[config.mk]
export PLATFORM = sky130hd
export DESIGN_NAME = windowed_coincidence_counter_unit
export DESIGN_NICKNAME = d
export VERILOG_FILES = /design/src/wcc_pkg.sv /design/src/wcc_match.sv /design/src/windowed_coincidence_counter_unit.sv
export SDC_FILE = /design/constraint.sdc
export NUM_CORES = 2
export LEC_CHECK = 0
export BUFFER_PORTS_ARGS = -buffer_cell sky130_fd_sc_hd__buf_4
export CORE_UTILIZATION = 40
export CTS_BUF_LIST = sky130_fd_sc_hd__clkbuf_4
export DETAILED_ROUTE_END_ITERATION = 8
export RECOVER_POWER = 25
export SLEW_MARGIN = 30
export SYNTH_ARGS = -nofsm -noshare
export SYNTH_HDL_FRONTEND = slang
export SYNTH_SLANG_ARGS = --single-unit
[constraint.sdc]
create_clock -name i_clk -period 9.9 [get_ports i_clk]
set_input_delay 0 -clock i_clk [delete_from_list [all_inputs] [get_ports i_clk]]
set_output_delay 0 -clock i_clk [all_outputs]
set_load 0.01 [all_outputs]
[src/wcc_pkg.sv]
// shared types, widths and codes for the windowed coincidence counter
package wcc_pkg;

    localparam int TS_W       = 63;
    localparam int CH_W       = 8;
    localparam int CNT_W      = 32;
    localparam int N_CURVES   = 3;
    localparam int N_SIDES    = 2 * N_CURVES;
    localparam int FUNC_W     = 2;
    localparam int OFFSET_W   = 32;
    localparam int WIN_W      = 64;
    localparam int DELAY_W    = 64;
    localparam int CFG_IDX_W  = 3;
    localparam int CFG_DATA_W = 64;
    localparam int S_DATA_W   = 72;
    localparam int M_DATA_W   = N_CURVES * CNT_W;

    localparam logic [FUNC_W-1:0] FUNC_EVENT  = 2'd0;
    localparam logic [FUNC_W-1:0] FUNC_END    = 2'd1;
    localparam logic [FUNC_W-1:0] FUNC_REPORT = 2'd2;

    localparam logic [CFG_IDX_W-1:0] REG_CHANNEL_SETUP = 3'd0;
    localparam logic [CFG_IDX_W-1:0] REG_HIST_OFFSET   = 3'd1;
    localparam logic [CFG_IDX_W-1:0] REG_WINDOW_C0_A   = 3'd2;
    localparam logic [CFG_IDX_W-1:0] REG_WINDOW_C0_B   = 3'd3;
    localparam logic [CFG_IDX_W-1:0] REG_WINDOW_C1_A   = 3'd4;
    localparam logic [CFG_IDX_W-1:0] REG_WINDOW_C1_B   = 3'd5;
    localparam logic [CFG_IDX_W-1:0] REG_WINDOW_C2_A   = 3'd6;
    localparam logic [CFG_IDX_W-1:0] REG_WINDOW_C2_B   = 3'd7;

    // layout matches the channel_setup register, msb first
    typedef struct packed {
        logic [N_SIDES-1:0] use_b;
        logic [CH_W-1:0]    ch_b;
        logic [CH_W-1:0]    ch_a;
        logic [CH_W-1:0]    ch_start;
    } t_chan_setup;

    typedef logic [N_SIDES-1:0][WIN_W-1:0] t_windows;

endpackage

[src/wcc_match.sv]
// delay computation and window compare for the six curve sides
module wcc_match
    import wcc_pkg::*;
(
    input  logic [TS_W-1:0]     i_ts,
    input  logic [CH_W-1:0]     i_ch,
    input  logic [TS_W-1:0]     i_start,
    input  logic [OFFSET_W-1:0] i_offset,
    input  t_chan_setup         i_setup,
    input  t_windows            i_windows,
    output logic [N_SIDES-1:0]  o_hits
);

    logic [DELAY_W-1:0] w_delay;
    logic [DELAY_W-1:0] w_lo [N_SIDES];
    logic [DELAY_W-1:0] w_hi [N_SIDES];
    logic [CH_W-1:0]    w_want [N_SIDES];

    // delay wraps modulo 2^64 and is then read as signed
    assign w_delay = {1'b0, i_ts} - {1'b0, i_start}
                   + {{(DELAY_W-OFFSET_W){i_offset[OFFSET_W-1]}}, i_offset};

    always_comb begin
        for (int k = 0; k < N_SIDES; k++) begin
            w_want[k] = i_setup.use_b[k] ? i_setup.ch_b : i_setup.ch_a;
            w_lo[k]   = {{(DELAY_W-32){i_windows[k][31]}}, i_windows[k][31:0]};
            w_hi[k]   = {{(DELAY_W-32){i_windows[k][63]}}, i_windows[k][63:32]};
            o_hits[k] = (i_ch == w_want[k])
                      && ($signed(w_lo[k]) < $signed(w_delay))
                      && ($signed(w_delay) < $signed(w_hi[k]));
        end
    end

endmodule

[src/windowed_coincidence_counter_unit.sv]
// windowed coincidence counter: time-tag events in, curve counts out
//
// slave stream carries one transaction per item: tuser is the function
// (event, end of batch, report), tdata holds timestamp and channel.
// a start-channel event opens a coincidence window; later events that fall
// inside a curve side's delay window set that side's hit flag, and closing
// the window bumps each curve whose two sides both hit.
// a report transaction returns the three 32-bit counts on the master stream
// and clears them; other functions give no result.
// an item is taken into an input register, worked on by one pass of compare
// and update logic once the result register is free or being read, and a
// report lands in the result register at the end of that pass.
// one item per cycle is accepted as long as the master side keeps up; while
// a report waits with i_m_tready low, the input register holds and
// o_s_tready drops once it is full.
// the config channel is always ready; writes belong in idle periods.
// reset clears the config and valid registers, window, hit flags and counts.
module windowed_coincidence_counter_unit
    import wcc_pkg::*;
(
    input  logic                  i_clk,
    input  logic                  i_rst_n,
    // slave stream
    input  logic                  i_s_tvalid,
    output logic                  o_s_tready,
    input  logic [S_DATA_W-1:0]   i_s_tdata,   // timestamp[62:0], channel[70:63], zero
    input  logic [FUNC_W-1:0]     i_s_tuser,   // func[1:0]
    // master stream
    output logic                  o_m_tvalid,
    input  logic                  i_m_tready,
    output logic [M_DATA_W-1:0]   o_m_tdata,   // count_curve0, count_curve1, count_curve2
    // config write channel
    input  logic                  i_cfg_valid,
    output logic                  o_cfg_ready,
    input  logic [CFG_IDX_W-1:0]  i_cfg_index,
    input  logic [CFG_DATA_W-1:0] i_cfg_data
);

    // configuration
    t_chan_setup          r_setup;
    logic [OFFSET_W-1:0]  r_offset;
    t_windows             r_windows;

    // input register
    logic                 r_in_valid;
    logic [FUNC_W-1:0]    r_func;
    logic [TS_W-1:0]      r_ts;
    logic [CH_W-1:0]      r_ch;

    // window state
    logic                 r_win_open, n_win_open;
    logic [TS_W-1:0]      r_start, n_start;
    logic [N_SIDES-1:0]   r_side_hits, n_side_hits;
    logic [N_CURVES-1:0][CNT_W-1:0] r_count, n_count;

    // result register
    logic                 r_out_valid;
    logic [M_DATA_W-1:0]  r_out_data;

    logic                 w_proceed;
    logic                 w_close;
    logic [N_SIDES-1:0]   w_hits;

    assign o_cfg_ready = 1'b1;
    assign w_proceed   = r_in_valid && (!r_out_valid || i_m_tready);
    assign o_s_tready  = !r_in_valid || w_proceed;
    assign o_m_tvalid  = r_out_valid;
    assign o_m_tdata   = r_out_data;

    always_ff @(posedge i_clk) begin
        if (!i_rst_n) begin
            r_setup   <= '0;
            r_offset  <= '0;
            r_windows <= '0;
        end else if (i_cfg_valid) begin
            unique case (i_cfg_index) inside
                REG_CHANNEL_SETUP: r_setup  <= i_cfg_data[$bits(t_chan_setup)-1:0];
                REG_HIST_OFFSET:   r_offset <= i_cfg_data[OFFSET_W-1:0];
                REG_WINDOW_C0_A, REG_WINDOW_C0_B, REG_WINDOW_C1_A,
                REG_WINDOW_C1_B, REG_WINDOW_C2_A, REG_WINDOW_C2_B: begin
                    r_windows[i_cfg_index - REG_WINDOW_C0_A] <= i_cfg_data;
                end
                default: ;
            endcase
        end
    end

    always_ff @(posedge i_clk) begin
        if (!i_rst_n) begin
            r_in_valid <= 1'b0;
        end else if (i_s_tvalid && o_s_tready) begin
            r_in_valid <= 1'b1;
        end else if (w_proceed) begin
            r_in_valid <= 1'b0;
        end
    end

    always_ff @(posedge i_clk) begin
        if (i_s_tvalid && o_s_tready) begin
            r_func <= i_s_tuser;
            r_ts   <= i_s_tdata[TS_W-1:0];
            r_ch   <= i_s_tdata[TS_W +: CH_W];
        end
    end

    wcc_match u_match (
        .i_ts      (r_ts),
        .i_ch      (r_ch),
        .i_start   (r_start),
        .i_offset  (r_offset),
        .i_setup   (r_setup),
        .i_windows (r_windows),
        .o_hits    (w_hits)
    );

    always_comb begin
        n_win_open  = r_win_open;
        n_start     = r_start;
        n_side_hits = r_side_hits;
        n_count     = r_count;
        w_close     = 1'b0;
        if (w_proceed) begin
            case (r_func)
                FUNC_EVENT: begin
                    if (r_ch == r_setup.ch_start) begin
                        w_close = 1'b1;
                    end else if (r_win_open) begin
                        n_side_hits = r_side_hits | w_hits;
                    end
                end
                FUNC_END:    w_close = 1'b1;
                FUNC_REPORT: n_count = '0;
                default: ;
            endcase
        end
        if (w_close) begin
            for (int c = 0; c < N_CURVES; c++) begin
                if (r_win_open && (r_side_hits[2*c +: 2] == 2'b11)
                    && (r_count[c] != {CNT_W{1'b1}})) begin
                    n_count[c] = r_count[c] + 1'b1;
                end
            end
            n_side_hits = '0;
            n_win_open  = 1'b0;
            // a start event reopens at its own timestamp
            if (r_func == FUNC_EVENT) begin
                n_win_open = 1'b1;
                n_start    = r_ts;
            end
        end
    end

    always_ff @(posedge i_clk) begin
        if (!i_rst_n) begin
            r_win_open  <= 1'b0;
            r_start     <= '0;
            r_side_hits <= '0;
            r_count     <= '0;
        end else begin
            r_win_open  <= n_win_open;
            r_start     <= n_start;
            r_side_hits <= n_side_hits;
            r_count     <= n_count;
        end
    end

    always_ff @(posedge i_clk) begin
        if (!i_rst_n) begin
            r_out_valid <= 1'b0;
        end else if (w_proceed && (r_func == FUNC_REPORT)) begin
            r_out_valid <= 1'b1;
        end else if (i_m_tready) begin
            r_out_valid <= 1'b0;
        end
    end

    always_ff @(posedge i_clk) begin
        if (w_proceed && (r_func == FUNC_REPORT)) begin
            r_out_data <= r_count;
        end
    end

`ifndef SYNTH
    a_hits_need_window: assert property (@(posedge i_clk) disable iff (!i_rst_n)
        !r_win_open |-> (r_side_hits == '0))
        else $error("hit flags set with no window open");

    a_report_clears: assert property (@(posedge i_clk) disable iff (!i_rst_n)
        (w_proceed && (r_func == FUNC_REPORT)) |=> (o_m_tvalid && (r_count == '0)))
        else $error("report did not present result and clear counts");

    a_stall_only_when_full: assert property (@(posedge i_clk) disable iff (!i_rst_n)
        !o_s_tready |-> (r_in_valid && r_out_valid && !i_m_tready))
        else $error("input stalled without a blocked result");
`endif

endmodule
==> run_results.csv <==
group,metric,value,unit
synthesis,postSynthCellCount,6202,
floorplan,die_w,361.5,µm
detailed_routing,route.detailed.wl_per_inst,17.94,µm
pwr,p_sw,3366,µW
synthesis,synthArstFlopShare,0,%
worst_setup_path,rrSetupSlack,2.16,ns
hold_path,hold_class,"input port to flop",
sta,fmax,0.1291,GHz
grt,grt_pass1_wl,246.8,mm
floorplan,rows,131,
finish,nNetsFinal,7908,
floorplan,ios,245,
synthesis,syn_area,51690,µm²
pwr,vdd_drop_max,0.1192,mV
status,violations,"capacitance limit, slew limit",
worst_setup_path,worstPathRequired,10.77,ns
detailed_routing,num_vias,46540,
floorplan,die-area,130700,µm²
clocking,cts_made_buffers,213,
finish,final_area,62150,µm²
synthesis,synth-warning-count,0,
detailed_routing,drtIter0Drc,3279,
worst_setup_path,critical_path_class,"flop to flop",
grt,antenna_found_initial,6,
synthesis,yosysMostFrequentCell,"nand2_1",
pwr,powerDensity,151.8,nW/µm²
detailed_routing,routed_wl,156.7,mm
worst_setup_path,crit_buf_inv,5,
clocking,clk_pin_slew,0.06,ns
clocking,cts_resized,0,
synthesis,avgSynthCellArea,8.334,µm²
pwr,seq_power_share,35.7,%
worst_setup_path,timing.rr.end,"r_side_hits[3]$_SDFFE_PP0P_",
sta,period_minus_slack,7.743,ns
place,pre_cts_ws,2.168,ns
worst_setup_path,r2r_start,"r_offset[31]$_SDFFE_PN0P_",
floorplan,die_height,361.5,µm
sta,fin_tns_setup,0,ns
clocking,htreeDepth,4,
pwr,switching_share,35.69,%
status,status,"finished, violations left",
grt,grt_max_degree,202,
worst_setup_path,cp.depth,29,
synthesis,synthTopCellsByArea,"dfxtp_1 24%, ha_1 20%, edfxtp_1 9.8%",
pwr,internal_power,6066,µW
clocking,clk_latency,1.20,ns
synthesis,synth_top_area_cell,"dfxtp_1",
worst_setup_path,worst-path-max-fanout,25,
grt,grt-ovfl-total,0,
detailed_routing,first_pass_iters,5,
sta,clock_skew,0.1284,ns
pwr,p_comb_share,32.7,%
place,dp.cells,7946,
synthesis,yosysSeqAreaShare,33.60,%
clocking,clock_sinks,783,
sta,setup_viol,0,
sta,rsz0062_at_grt,"no",
sta,finalMaxSlewViolations,190,
pwr,p_leak,0.02596,µW
sta,hold_viol_final,0,
place,place.port_buffers,242,
synthesis,ys_top_cells_by_count,"1243 x nand2_1, 846 x a21oi_1, 811 x ha_1",
detailed_routing,ant_nets,0,
worst_setup_path,start_kind,"flop",
pwr,p_clk_share,31.6,%
sta,finalCritPeriodShare,78.21,%
worst_setup_path,critical-path-top-delay-family,"compound AO/OA/AOI/OAI gates",
synthesis,yosys.area.top_type_share,23.78,%
sta,fin_ws,2.157,ns
worst_setup_path,worst-r2r-cell-count,29,
worst_setup_path,startpoint,"r_offset[31]$_SDFFE_PN0P_",
finish,drive_above_1_share,10.54,%
worst_setup_path,critPathCaptureType,"flop",
floorplan,initial_core_util,40.43,%
synthesis,ys.flop_type,"dfxtp_1",
worst_setup_path,max_stage_delay,0.62,ns
place,gp_congestion,0.8632,
synthesis,synth-seq-cells,783,
job,drv_cap,3,
clocking,cts_buffer_depth,3,
floorplan,coreArea,127800,µm²
synthesis,yosysUniqueCellTypes,89,
finish,area_growth,20.23,%
synthesis,synth_fp_nets,7222,
worst_setup_path,crit_slowest_cell,"nor4_1",
place,placedInstanceArea,55420,µm²
sta,slew_headroom,-202.4,%
grt,grt_pass1_vias,45259,
place,dpl.hpwl,106.0,mm
worst_setup_path,crit_arrival,8.61,ns
finish,nFillCells,12358,
clocking,cts_root_buf,"clkbuf_4",
grt,grt.total_usage,23.67,%
finish,finalNonFillerCells,8737,
synthesis,synth_edf_count,169,
hold_path,worstHoldPathCells,3,
detailed_routing,vias_per_cell,5.327,
sta,max_slew.worst_pin.slew,4.536,ns
clocking,cts_tree,"yes",
worst_setup_path,cp-endpoint,"r_side_hits[3]$_SDFFE_PP0P_",
worst_setup_path,path_common_cell,"o21ai_0",
detailed_routing,post-route-drc-count,0,
## how the worst min path moves through the flow
| stage | from | to | slack [ns] |
|---|---|---|---|
| 2_1_floorplan | i_s_tdata[63] | r_ch[0]$_DFFE_PP_ | 0.1 |
| 3_3_place_gp | i_s_tdata[67] | r_ch[4]$_DFFE_PP_ | 0.18 |
| 3_5_place_dp | i_s_tdata[27] | r_ts[27]$_DFFE_PP_ | 0.18 |
| 4_1_cts | i_s_tdata[42] | r_ts[42]$_DFFE_PP_ | 0.01 |
| 5_1_grt | i_s_tdata[42] | r_ts[42]$_DFFE_PP_ | 0.10 |
| 6_report | i_s_tdata[42] | r_ts[42]$_DFFE_PP_ | 0.22 |
## layout make-up
class | count | area, µm² | share of cell area [%]
tap | 1662 | 2079 | 3.346
antenna | 9 | 22.52 | 0.03624
timing repair buffer | 725 | 6445 | 10.37
multi-input combinational | 4673 | 31590 | 50.83
inverter | 492 | 1851 | 2.978
clock buffer | 310 | 2327 | 3.745
clock inverter | 83 | 466.7 | 0.7510
sequential | 783 | 17370 | 27.95
## timing repair
item	in CTS	in global routing
hold buffers	386	1
setup buffers	0	0
endpoints found under the hold margin	705	31
## cells by family (layout without fill, tap and decap cells)
| kind of cell | count (synthesis) | count (layout) | synth area share (%) |
|---|---|---|---|
| XOR/XNOR | 131 | 131 | 2.220 |
| adder cells (fa/ha/maj) | 874 | 874 | 22.07 |
| flip-flops | 783 | 783 | 33.60 |
| multiplexers | 58 | 58 | 1.128 |
| other | 1 | 10 | 0.007255 |
| buffers and inverters | 746 | 1610 | 5.575 |
| AND/OR/NAND/NOR | 2030 | 2030 | 17.39 |
| AO/OA/AOI/OAI | 1579 | 1579 | 18.01 |
## power groups by stage
stage / clock, µW / combinational (µW) / sequential (µW)
6_report: 2980 / 3090 / 3370
5_1_grt: 3250 / 3490 / 3370
4_1_cts: 3060 / 3060 / 3370
3_5_place_dp: 0 / 2920 / 3440
3_3_place_gp: 0 / 2820 / 3440
2_1_floorplan: 0 / 1910 / 3430
## placed cells by master (no fill, tap or decap), types with 54 or more instances in the layout
| cell | synthesis | final |
|---|---|---|
| a21o_1 | 251 | 251 |
| a21oi_1 | 846 | 846 |
| buf_4 | 3 | 260 |
| clkbuf_4 | 0 | 382 |
| clkinv_1 | 0 | 61 |
| dfxtp_1 | 614 | 614 |
| dlygate4sd3_1 | 0 | 387 |
| edfxtp_1 | 169 | 169 |
| fa_1 | 63 | 63 |
| ha_1 | 811 | 811 |
| inv_1 | 490 | 488 |
| mux2i_1 | 56 | 56 |
| nand2_1 | 1243 | 1241 |
| nand3_1 | 87 | 83 |
| nand4_1 | 145 | 145 |
| nor2_1 | 241 | 234 |
| nor3_1 | 58 | 54 |
| o21ai_0 | 234 | 234 |
| xor2_1 | 73 | 72 |
## registers in the layout, summed over array words and instances, names as in the netlist
name and count:
o_m_tdata 96, r_win_open 1, r_ch 8, r_windows 384, r_ts 63, r_start 63, r_side_hits 6, r_func 2
o_m_tvalid 1, r_setup 30, r_offset 32, r_in_valid 1, r_count 96
## worst min-delay path: stages
cell,delay (ns)
dlygate4sd3_1,0.54
clkbuf_4,0.13
dlygate4sd3_1,0.56
## through the flow
stage          hold WS [ns]  power (µW)  util, %
4_1_cts             0.01178        9489    48.56
2_1_floorplan       0.09887        5343        -
6_report             0.2160        9432    48.61
3_5_place_dp         0.1792        6360    43.35
5_1_grt              0.1041       10110    48.60
3_3_place_gp         0.1782        6254    43.32
## layer usage
metal  vias up  track usage, %  wire, µm
met2      1220           38.95     71700
met4         4           6.240      2978
met3       207           3.655      8318
li1      23217               -         -
met5         -               0        23
met1     21892           32.10     73720
(Power assumes the default switching activity.)
